$ cat src/twa_pkg.sv
// Shared types, constants and helpers for the texel wrap address block.
// Used by texel_wrap_address and its port checker; depends on nothing else.
`timescale 1ns / 1ps

package twa_pkg;

  // Field and register widths.
  localparam int COORD_W = 16;
  localparam int DIM_W   = 13;
  localparam int DEPTH_W = 9;
  localparam int XY_W    = 12;
  localparam int Z_W     = 8;
  localparam int LIN_W   = 32;
  localparam int CFG_W   = 13;
  localparam int CFG_IDX_W = 2;

  // Largest sizes the address logic honors; larger register values saturate.
  localparam logic [DIM_W-1:0] MAX_DIM_XY = 13'd4096;
  localparam logic [DIM_W-1:0] MAX_DEPTH  = 13'd256;

  // Configuration register indexes.
  typedef enum logic [CFG_IDX_W-1:0] {
    CFG_WIDTH  = 2'd0,
    CFG_HEIGHT = 2'd1,
    CFG_DEPTH  = 2'd2,
    CFG_MODE   = 2'd3
  } cfg_idx_e;

  // Edge rules. Both mirror codes behave the same.
  typedef enum logic [1:0] {
    MODE_CLAMP      = 2'd0,
    MODE_REPEAT     = 2'd1,
    MODE_MIRROR     = 2'd2,
    MODE_MIRROR_ALT = 2'd3
  } wrap_mode_e;

  // Request payload.
  typedef struct packed {
    logic signed [COORD_W-1:0] coord_x;
    logic signed [COORD_W-1:0] coord_y;
    logic signed [COORD_W-1:0] coord_z;
  } twa_in_t;

  // Result payload.
  typedef struct packed {
    logic [XY_W-1:0]  wrapped_x;
    logic [XY_W-1:0]  wrapped_y;
    logic [Z_W-1:0]   wrapped_z;
    logic [LIN_W-1:0] linear_index;
  } twa_out_t;

  // A size register of zero acts as one, and a value above the limit saturates.
  function automatic logic [DIM_W-1:0] eff_size(input logic [DIM_W-1:0] raw,
                                                input logic [DIM_W-1:0] lim);
    logic [DIM_W-1:0] res;
    if (raw == '0) begin
      res = {{(DIM_W-1){1'b0}}, 1'b1};
    end else if (raw > lim) begin
      res = lim;
    end else begin
      res = raw;
    end
    return res;
  endfunction

endpackage

$ cat src/texel_wrap_address.sv
// Top level of the texel wrap address block: edge rules and linear texel index.
// Depends on twa_pkg for payload types, register codes and the size helper.
`timescale 1ns / 1ps

// Folds a signed 3-D texel coordinate into the image by the configured edge rule
// (clamp, repeat, mirror) and returns the wrapped coordinates together with the
// linear index x + width*(y + height*z), taken modulo 2^32. One request enters
// per clock and one result leaves per clock when the output is not stalled. The
// request passes fourteen register stages: the input register, a magnitude
// stage, the per-axis remainder unit (a radix-4 pipeline of eight stages), a
// fold stage and three stages that form the index with two multipliers.
// Every stage is elastic, so bubbles are squeezed out while the output stalls.
// Configuration writes take effect at once and must be made while no request
// is in flight.
module texel_wrap_address
  import twa_pkg::*;
(
  input  logic                 clk_i,
  input  logic                 rst_ni,
  // Configuration write port.
  input  logic                 cfg_we_i,
  input  logic [CFG_IDX_W-1:0] cfg_idx_i,
  input  logic [CFG_W-1:0]     cfg_wdata_i,
  // Request channel.
  input  logic                 in_valid_i,
  output logic                 in_stall_o,
  input  twa_in_t              in_req_i,
  // Result channel.
  output logic                 out_valid_o,
  input  logic                 out_stall_i,
  output twa_out_t             out_req_o
);

  localparam int DIV_BITS   = 2;                   // remainder bits per stage
  localparam int DIV_STAGES = COORD_W / DIV_BITS;  // remainder stages
  localparam int NUM_AXES   = 3;
  // Pipeline stage numbers.
  localparam int P_IN   = 0;
  localparam int P_ABS  = 1;
  localparam int P_FOLD = P_ABS + DIV_STAGES + 1;
  localparam int P_MUL  = P_FOLD + 1;
  localparam int P_SUM  = P_MUL + 1;
  localparam int P_OUT  = P_SUM + 1;
  localparam int NS     = P_OUT + 1;
  localparam int HZ_W   = DIM_W + Z_W;
  localparam int SUM_W  = HZ_W + 1;
  localparam int PROD_W = DIM_W + SUM_W;

  // One axis moving through the remainder unit.
  typedef struct packed {
    logic signed [COORD_W-1:0] coord;  // original coordinate
    logic [COORD_W-1:0]        dvd;    // magnitude, shifted out MSB first
    logic [DIM_W-1:0]          rem;    // partial remainder
  } lane_t;

  typedef struct packed {
    logic [XY_W-1:0] x;
    logic [XY_W-1:0] y;
    logic [Z_W-1:0]  z;
  } xyz_t;

  // Two restoring divide steps: shift in one dividend bit, subtract if it fits.
  function automatic lane_t div_step(input lane_t l, input logic [DIM_W-1:0] d);
    lane_t          r;
    logic [DIM_W:0] t;
    r = l;
    for (int i = 0; i < DIV_BITS; i++) begin
      t     = {r.rem, r.dvd[COORD_W-1]};
      r.dvd = r.dvd << 1;
      if (t >= {1'b0, d}) begin
        t = t - {1'b0, d};
      end
      r.rem = t[DIM_W-1:0];
    end
    return r;
  endfunction

  // Configuration registers.
  logic [DIM_W-1:0]   width_q, height_q;
  logic [DEPTH_W-1:0] depth_q;
  wrap_mode_e         mode_q;

  always_ff @(posedge clk_i or negedge rst_ni) begin
    if (!rst_ni) begin
      width_q  <= {{(DIM_W-1){1'b0}}, 1'b1};
      height_q <= {{(DIM_W-1){1'b0}}, 1'b1};
      depth_q  <= {{(DEPTH_W-1){1'b0}}, 1'b1};
      mode_q   <= MODE_CLAMP;
    end else if (cfg_we_i) begin
      case (cfg_idx_i)
        CFG_WIDTH:  width_q  <= cfg_wdata_i[DIM_W-1:0];
        CFG_HEIGHT: height_q <= cfg_wdata_i[DIM_W-1:0];
        CFG_DEPTH:  depth_q  <= cfg_wdata_i[DEPTH_W-1:0];
        CFG_MODE:   mode_q   <= wrap_mode_e'(cfg_wdata_i[1:0]);
        default:    ;
      endcase
    end
  end

  // Effective sizes and the divisor of each axis: the size for clamp and repeat, the
  // mirror period 2*size-2 otherwise. A one-texel mirror axis divides by one.
  logic [DIM_W-1:0] size_n  [NUM_AXES];
  logic [DIM_W-1:0] divisor [NUM_AXES];

  always_comb begin
    logic [DIM_W:0] period;
    size_n[0] = eff_size(width_q, MAX_DIM_XY);
    size_n[1] = eff_size(height_q, MAX_DIM_XY);
    size_n[2] = eff_size({{(DIM_W-DEPTH_W){1'b0}}, depth_q}, MAX_DEPTH);
    for (int ax = 0; ax < NUM_AXES; ax++) begin
      period = {size_n[ax], 1'b0} - {{(DIM_W-1){1'b0}}, 2'd2};
      if (mode_q == MODE_CLAMP || mode_q == MODE_REPEAT ||
          size_n[ax] == {{(DIM_W-1){1'b0}}, 1'b1}) begin
        divisor[ax] = size_n[ax];
      end else begin
        divisor[ax] = period[DIM_W-1:0];
      end
    end
  end

  // Elastic handshake: a stage takes new data when it is empty or drains.
  logic [NS-1:0] vld_q;
  logic [NS:0]   rdy;
  logic [NS-1:0] prev_vld;
  logic [NS-1:0] ld;

  always_comb begin
    rdy[NS] = !out_stall_i;
    for (int k = NS - 1; k >= 0; k--) begin
      rdy[k] = !vld_q[k] || rdy[k+1];
    end
  end

  assign prev_vld = {vld_q[NS-2:0], in_valid_i};
  assign ld       = rdy[NS-1:0] & prev_vld;

  always_ff @(posedge clk_i or negedge rst_ni) begin
    if (!rst_ni) begin
      vld_q <= '0;
    end else begin
      for (int k = 0; k < NS; k++) begin
        if (rdy[k]) begin
          vld_q[k] <= prev_vld[k];
        end
      end
    end
  end

  assign in_stall_o  = !rdy[0];
  assign out_valid_o = vld_q[NS-1];

  // Input register.
  twa_in_t in_q;

  always_ff @(posedge clk_i) begin
    if (ld[P_IN]) begin
      in_q <= in_req_i;
    end
  end

  // Magnitudes enter the remainder unit.
  lane_t lane_q [DIV_STAGES+1][NUM_AXES];
  logic signed [COORD_W-1:0] in_coord [NUM_AXES];

  assign in_coord[0] = in_q.coord_x;
  assign in_coord[1] = in_q.coord_y;
  assign in_coord[2] = in_q.coord_z;

  always_ff @(posedge clk_i) begin
    if (ld[P_ABS]) begin
      for (int ax = 0; ax < NUM_AXES; ax++) begin
        lane_q[0][ax].coord <= in_coord[ax];
        lane_q[0][ax].dvd   <= in_coord[ax][COORD_W-1] ? -in_coord[ax] : in_coord[ax];
        lane_q[0][ax].rem   <= '0;
      end
    end
  end

  // Remainder pipeline, two bits per stage.
  for (genvar s = 1; s <= DIV_STAGES; s++) begin : g_div
    always_ff @(posedge clk_i) begin
      if (ld[P_ABS+s]) begin
        for (int ax = 0; ax < NUM_AXES; ax++) begin
          lane_q[s][ax] <= div_step(lane_q[s-1][ax], divisor[ax]);
        end
      end
    end
  end

  // Apply the edge rule to the remainder of each axis.
  logic [DIM_W-1:0] fold [NUM_AXES];

  always_comb begin
    lane_t            l;
    logic [DIM_W-1:0] n;
    logic [DIM_W-1:0] top;
    for (int ax = 0; ax < NUM_AXES; ax++) begin
      l   = lane_q[DIV_STAGES][ax];
      n   = size_n[ax];
      top = n - {{(DIM_W-1){1'b0}}, 1'b1};
      case (mode_q)
        MODE_CLAMP: begin
          if (l.coord[COORD_W-1]) begin
            fold[ax] = '0;
          end else if ($unsigned(l.coord) > {{(COORD_W-DIM_W){1'b0}}, top}) begin
            fold[ax] = top;
          end else begin
            fold[ax] = l.coord[DIM_W-1:0];
          end
        end
        MODE_REPEAT: begin
          // Floored modulo: a negative coordinate with a remainder wraps back.
          if (l.coord[COORD_W-1] && l.rem != '0) begin
            fold[ax] = n - l.rem;
          end else begin
            fold[ax] = l.rem;
          end
        end
        default: begin
          // Mirror: reflect the back half of the period.
          if (n == {{(DIM_W-1){1'b0}}, 1'b1}) begin
            fold[ax] = '0;
          end else if (l.rem >= n) begin
            fold[ax] = divisor[ax] - l.rem;
          end else begin
            fold[ax] = l.rem;
          end
        end
      endcase
    end
  end

  xyz_t fold_q;

  always_ff @(posedge clk_i) begin
    if (ld[P_FOLD]) begin
      fold_q.x <= fold[0][XY_W-1:0];
      fold_q.y <= fold[1][XY_W-1:0];
      fold_q.z <= fold[2][Z_W-1:0];
    end
  end

  // Index, first product: height * z.
  xyz_t            mul_q;
  logic [HZ_W-1:0] hz_q;

  always_ff @(posedge clk_i) begin
    if (ld[P_MUL]) begin
      mul_q <= fold_q;
      hz_q  <= HZ_W'(size_n[1]) * HZ_W'(fold_q.z);
    end
  end

  // Index, row sum: y + height * z.
  xyz_t             sum_q;
  logic [SUM_W-1:0] rows_q;

  always_ff @(posedge clk_i) begin
    if (ld[P_SUM]) begin
      sum_q  <= mul_q;
      rows_q <= SUM_W'(mul_q.y) + SUM_W'(hz_q);
    end
  end

  // Index, second product and final add into the output register.
  logic [PROD_W-1:0] prod;
  twa_out_t          out_q;

  assign prod = PROD_W'(size_n[0]) * PROD_W'(rows_q);

  always_ff @(posedge clk_i) begin
    if (ld[P_OUT]) begin
      out_q.wrapped_x    <= sum_q.x;
      out_q.wrapped_y    <= sum_q.y;
      out_q.wrapped_z    <= sum_q.z;
      out_q.linear_index <= LIN_W'(sum_q.x) + prod[LIN_W-1:0];
    end
  end

  assign out_req_o = out_q;

endmodule

$ cat config.mk
export PLATFORM = sky130hd
export DESIGN_NAME = texel_wrap_address
export DESIGN_NICKNAME = d
export VERILOG_FILES = /design/src/twa_pkg.sv /design/src/texel_wrap_address.sv
export SDC_FILE = /design/constraint.sdc
export NUM_CORES = 2
export LEC_CHECK = 0
export ABC_AREA = 0
export BUFFER_PORTS_ARGS = -buffer_cell sky130_fd_sc_hd__buf_2
export CORE_ASPECT_RATIO = 0.7
export CORE_MARGIN = 2
export CORE_UTILIZATION = 40
export CTS_CLUSTER_SIZE = 30
export DETAILED_ROUTE_END_ITERATION = 12
export PLACE_DENSITY_LB_ADDON = 0.15
export SLEW_MARGIN = 20
export SYNTH_ARGS = -nofsm -noshare
export SYNTH_HDL_FRONTEND = slang
export SYNTH_SLANG_ARGS = --single-unit
$ cat constraint.sdc
create_clock -name clk_i -period 21.8 [get_ports clk_i]
set_input_delay 2.18 -clock clk_i [delete_from_list [all_inputs] [get_ports clk_i]]
set_output_delay 2.18 -clock clk_i [all_outputs]
set_load 0.02 [all_outputs]
# == Word level (Yosys, flattened, before mapping) ==
# Memories as Yosys holds them, arrays and structs flattened.
# Cells that the tools add are included.
# W data, S select, Z words.
# op_classes
n_addsub,65
n_mul,2
order_cmp,57
eq_ne,7
muxes,144
n_bitwise,1
n_reduce_logical,49
# op_table
operator,n
$mux W13,103
$ge A14 B13 Y1,48
$sub A13 B13 Y13,48
$mux W12,10
$gt A16 B13 Y1,3
$mux W16,3
$neg A16 Y16,3
$pmux W12 S2,2
$sub A12 B12 Y12,4
$mux W8,5
$reduce_bool A13 Y1,3
$add A12 B32 Y32,1
$mul A13 B22 Y32,1
$eq A13 B1 Y1 const B,2
$ge A13 B13 Y1,2
$gt A13 B13 Y1 const B,2
$logic_not A13 Y1,2
$sub A13 B1 Y13 const B,2
$sub A13 B2 Y13 const B,2
$add A12 B21 Y22,1
$mul A13 B8 Y21,1
$logic_or A1 B1 Y1,18
$mux W1,18
$mux W9,2
other kinds (15),39
# word_totals
ff_bits,302
ramBits,1215
inputBits,68
output_inout_bits,66
memories,1
# mem_list
name,depth,width,rd,rd_ports_with_merged_regs,write_ports,line_no,rtl
lane_q,9,135,9,0,9,texel_wrap_address.sv:162,lane_t lane_q [DIV_STAGES+1][NUM_AXES];

# == Depth between registers and ports, before layout ==
# depth
word_depth,20
mapped_depth,44
depth_no_buf,37

# == Worst setup path after synthesis ==
# OpenSTA, ideal clock, no wires.
# synth_path
path_kind,reg-to-reg
from,register width_q[5]
to,"memory lane_q[6][101] (netlist name), data pin"
arrival_time_ps,9530
path_slack_ps,12008
path_stages_with_launch,35
n_path_buf,7
synth_period_minus_slack_ps,9792
cell_sequence,dfrtp_1 -> buf_2 -> or3_1 -> nor2_1 -> a31oi_1 -> nor2_1 -> clkbuf_1 -> ha_1 -> nand2_1 -> o21ai_1 -> clkbuf_1 -> nand2_1 -> o21ai_0 -> clkinv_1 -> ha_1 -> nand4_1 -> or4b_2 -> nor4_1 -> a311o_1 -> buf_2 -> or2_1 -> buf_2 -> clkbuf_1 -> mux2_2 -> ha_1 -> nand4_1 -> nor3_1 -> nand4_1 -> or3b_2 -> a211oi_1 -> o211ai_1 -> nand2_1 -> a211oi_1 -> buf_2 -> mux2_1
# synth_lines
element,line_no,rtl
from (decl),texel_wrap_address.sv:79,"logic [DIM_W-1:0] width_q, height_q;"
from (signal assigned),texel_wrap_address.sv:85,"width_q <= {{(DIM_W-1){1'b0}}, 1'b1};"
from (signal assigned),texel_wrap_address.sv:91,CFG_WIDTH: width_q <= cfg_wdata_i[DIM_W-1:0];
to (decl),texel_wrap_address.sv:162,

==> results.json <==
{
  "drc": 0,
  "nFillCells": 20900,
  "syn_inst": 8457,
  "numCtsBuffers": 144,
  "multi_input_area_um2": 49600,
  "worst-path-buf-inv": 2,
  "startpoint": "height_q[3]",
  "regArea_um2": 36900,
  "fin_nets": 9888,
  "first_pass_iters": 6,
  "ys_warn_count": 0,
  "io_buffer_count": 133,
  "via_per_inst": 5.42,
  "grt_max_degree": 63,
  "critPathMaxStageDelay_ps": 780,
  "required_ps": 22310,
  "period_share_pct": 45.9,
  "layout-drive-gt1-share_pct": 9.94,
  "drtAntennaViolNets": 0,
  "clock_latency_ps": 830,
  "crit_path_start_kind": "flip-flop",
  "critical_path.max_fanout": 19,
  "die_h_um": 401,
  "cts_tree": "done",
  "synth_area_um2": 90000,
  "report.final.slew_viol_count": 0,
  "synth.distinct_cells": 124,
  "cts_max_path_buffers": 4,
  "crit_arrival_ps": 10510,
  "drt_iter0_drc": 5581,
  "path_class": "reg -> reg",
  "fp.coreArea_um2": 223000,
  "rows": 145,
  "cp_slowest_cell": "or4_1",
  "gp_congestion": 0.935,
  "antenna_found_initial": 23,
  "async_reset_ff_share_pct": 4.12,
  "final_hold_viol_count": 0,
  "cp_top_family": "compound AO/OA/AOI/OAI gates",
  "drv_cap": 0,
  "synth_edf_count": 1187,
  "cts_setup_buffers": 0,
  "instances_no_fill": 11800,
  "cp-endpoint": "lane_q[4][51]",
  "syn_area_per_cell_um2": 10.6,
  "place_hpwl_mm": 185,
  "postCtsHoldBufs": 0,
  "clockRootBuffer": "clkbuf_16",
  "ys_seq_area_share_pct": 41.0,
  "r2r-end": "lane_q[4][51]",
  "grt_util_all_layers_pct": 21.7,
  "initial_core_util_pct": 40.3,
  "place_inst": 11500,
  "rsz0062_at_grt": "no",
  "clock-sinks": 1238,
  "max_freq_mhz": 100,
  "tightest_slew_ps": 1060,
  "wl_per_cell_um": 21.1,
  "grt_first_pass_wirelength_mm": 383,
  "r2r_setup_slack_ps": 11800,
  "syn2layout_area_growth_pct": 10.5,
  "grt_overflow_total": 0,
  "ys_seq_elements": 1238,
  "setup_tns_ps": 0,
  "end_kind": "flip-flop",
  "ioPinCount": 134,
  "status": "finished clean",
  "fin_crit_ps": 10000,
  "skew_ps": 78.0,
  "cpMostUsedCell": "a21oi_1",
  "relSlewSlack_pct": 29.0,
  "rr_worst_depth": 34,
  "die_area_um2": 229000,
  "grt_pass1_vias": 62200,
  "finalSetupViolations": 0,
  "timing.rr.start": "height_q[3]",
  "dr_total_vias": 64000,
  "synth_flop_cell": "edfxtp_1",
  "htreeDepth": 4,
  "die_width_um": 571,
  "min_path_type": "reg -> reg",
  "cts-resized-gates": 0,
  "routed_wl_mm": 249,
  "path_clk_slew_ps": 60,
  "critical_path_cell_count": 34
}
cell usage in the layout, fill, tap and decap left out, types with 82 or more instances in the layout:
cell / netlist / routed
nand4_1: 128 / 128
buf_2: 29 / 133
clkbuf_16: 0 / 145
buf_4: 7 / 119
xnor2_1: 472 / 472
nand2_1: 691 / 691
nor3_1: 123 / 123
ha_1: 801 / 801
fa_1: 344 / 344
a21oi_1: 510 / 497
a21o_1: 154 / 154
nand2b_1: 89 / 89
o21ai_0: 461 / 459
inv_1: 783 / 783
xor2_1: 156 / 156
mux2_2: 245 / 245
o21a_1: 83 / 82
and2_1: 228 / 219
nor2_1: 520 / 519
edfxtp_1: 1187 / 1187
nor2b_1: 147 / 135
mux2i_1: 91 / 90
cell usage after synthesis (147+ instances only):
master	n	share of area, %
edfxtp_1	1187	40
ha_1	801	11
inv_1	783	3.3
nand2_1	691	2.9
nor2_1	520	2.2
a21oi_1	510	2.8
xnor2_1	472	4.6
o21ai_0	461	2.6
fa_1	344	7.7
mux2_2	245	3.1
and2_1	228	1.6
clkbuf_1	163	0.68
xor2_1	156	1.5
a21o_1	154	1.3
nor2b_1	147	1.0
cell type report:
cell class | count | area share [%]
timing repair buffer | 252 | 1.57
antenna | 6 | 0.0151
tap | 3013 | 3.79
sequential | 1238 | 37.1
clock buffer | 164 | 3.73
multi-input combinational | 6248 | 49.9
clock inverter | 86 | 0.901
inverter | 791 | 2.99
registers in the layout, summed over array words and instances, names as in the netlist, 14 cells and up:
| name | flops |
|---|---|
| hz_q | 21 |
| rows_q | 22 |
| lane_q | 936 |
| fold_q | 32 |
| vld_q | 14 |
| in_coord | 48 |
| sum_q | 32 |
| mul_q | 32 |
| out_req_o | 64 |
metal layers:
| metal | part of all wire, % | global-route usage [%] | vias to the layer above | wire length [um] |
|---|---|---|---|---|
| li1 | - | - | 30700 | - |
| met1 | 52 | 35.0 | 31200 | 130000 |
| met3 | 6.5 | 3.39 | 298 | 16100 |
| met4 | 2.0 | 4.49 | 0 | 4960 |
| met2 | 39 | 29.8 | 1806 | 97500 |
| met5 | 0 | 0 | - | 0 |
cell families after synthesis:
logic type	after synthesis	share of synthesized area, %
simple gates	2255	12.2
compound gates	1767	12.6
other cells	1	0.00417
fa+ha+maj	1199	19.4
xor+xnor	629	6.13
flops	1238	41.0
buf+inv	1019	4.34
mux	349	4.28
metrics by stage:
stage / utilization [%] / cell area (um2) / hold WS (ps) / worst slack, ps
after floorplan: - / 90200 / 400 / 12010
after global placement: 42.4 / 94800 / 400 / 12140
after detailed placement: 42.4 / 94800 / 405 / 12010
after CTS: 44.5 / 99400 / 393 / 11970
after global routing: 44.5 / 99400 / 396 / 11010
final: 44.5 / 99400 / 393 / 11800
worst min path at each step:
stage                   startpoint              to  slack (ps)  cells past startpoint
finish              lane_q[6][131]  lane_q[7][131]         390                      0
global route              mul_q[5]        sum_q[5]         400                      0
CTS                       mul_q[5]        sum_q[5]         390                      0
detailed placement   lane_q[0][16]   lane_q[1][18]         400                      0
global placement     lane_q[2][32]   lane_q[3][32]         400                      0
floorplan           lane_q[0][104]  lane_q[1][106]         400                      0
Power is left out: the tool's default activity adds up to more than one toggle a clock period on the data nets, which glitch-free logic cannot reach.
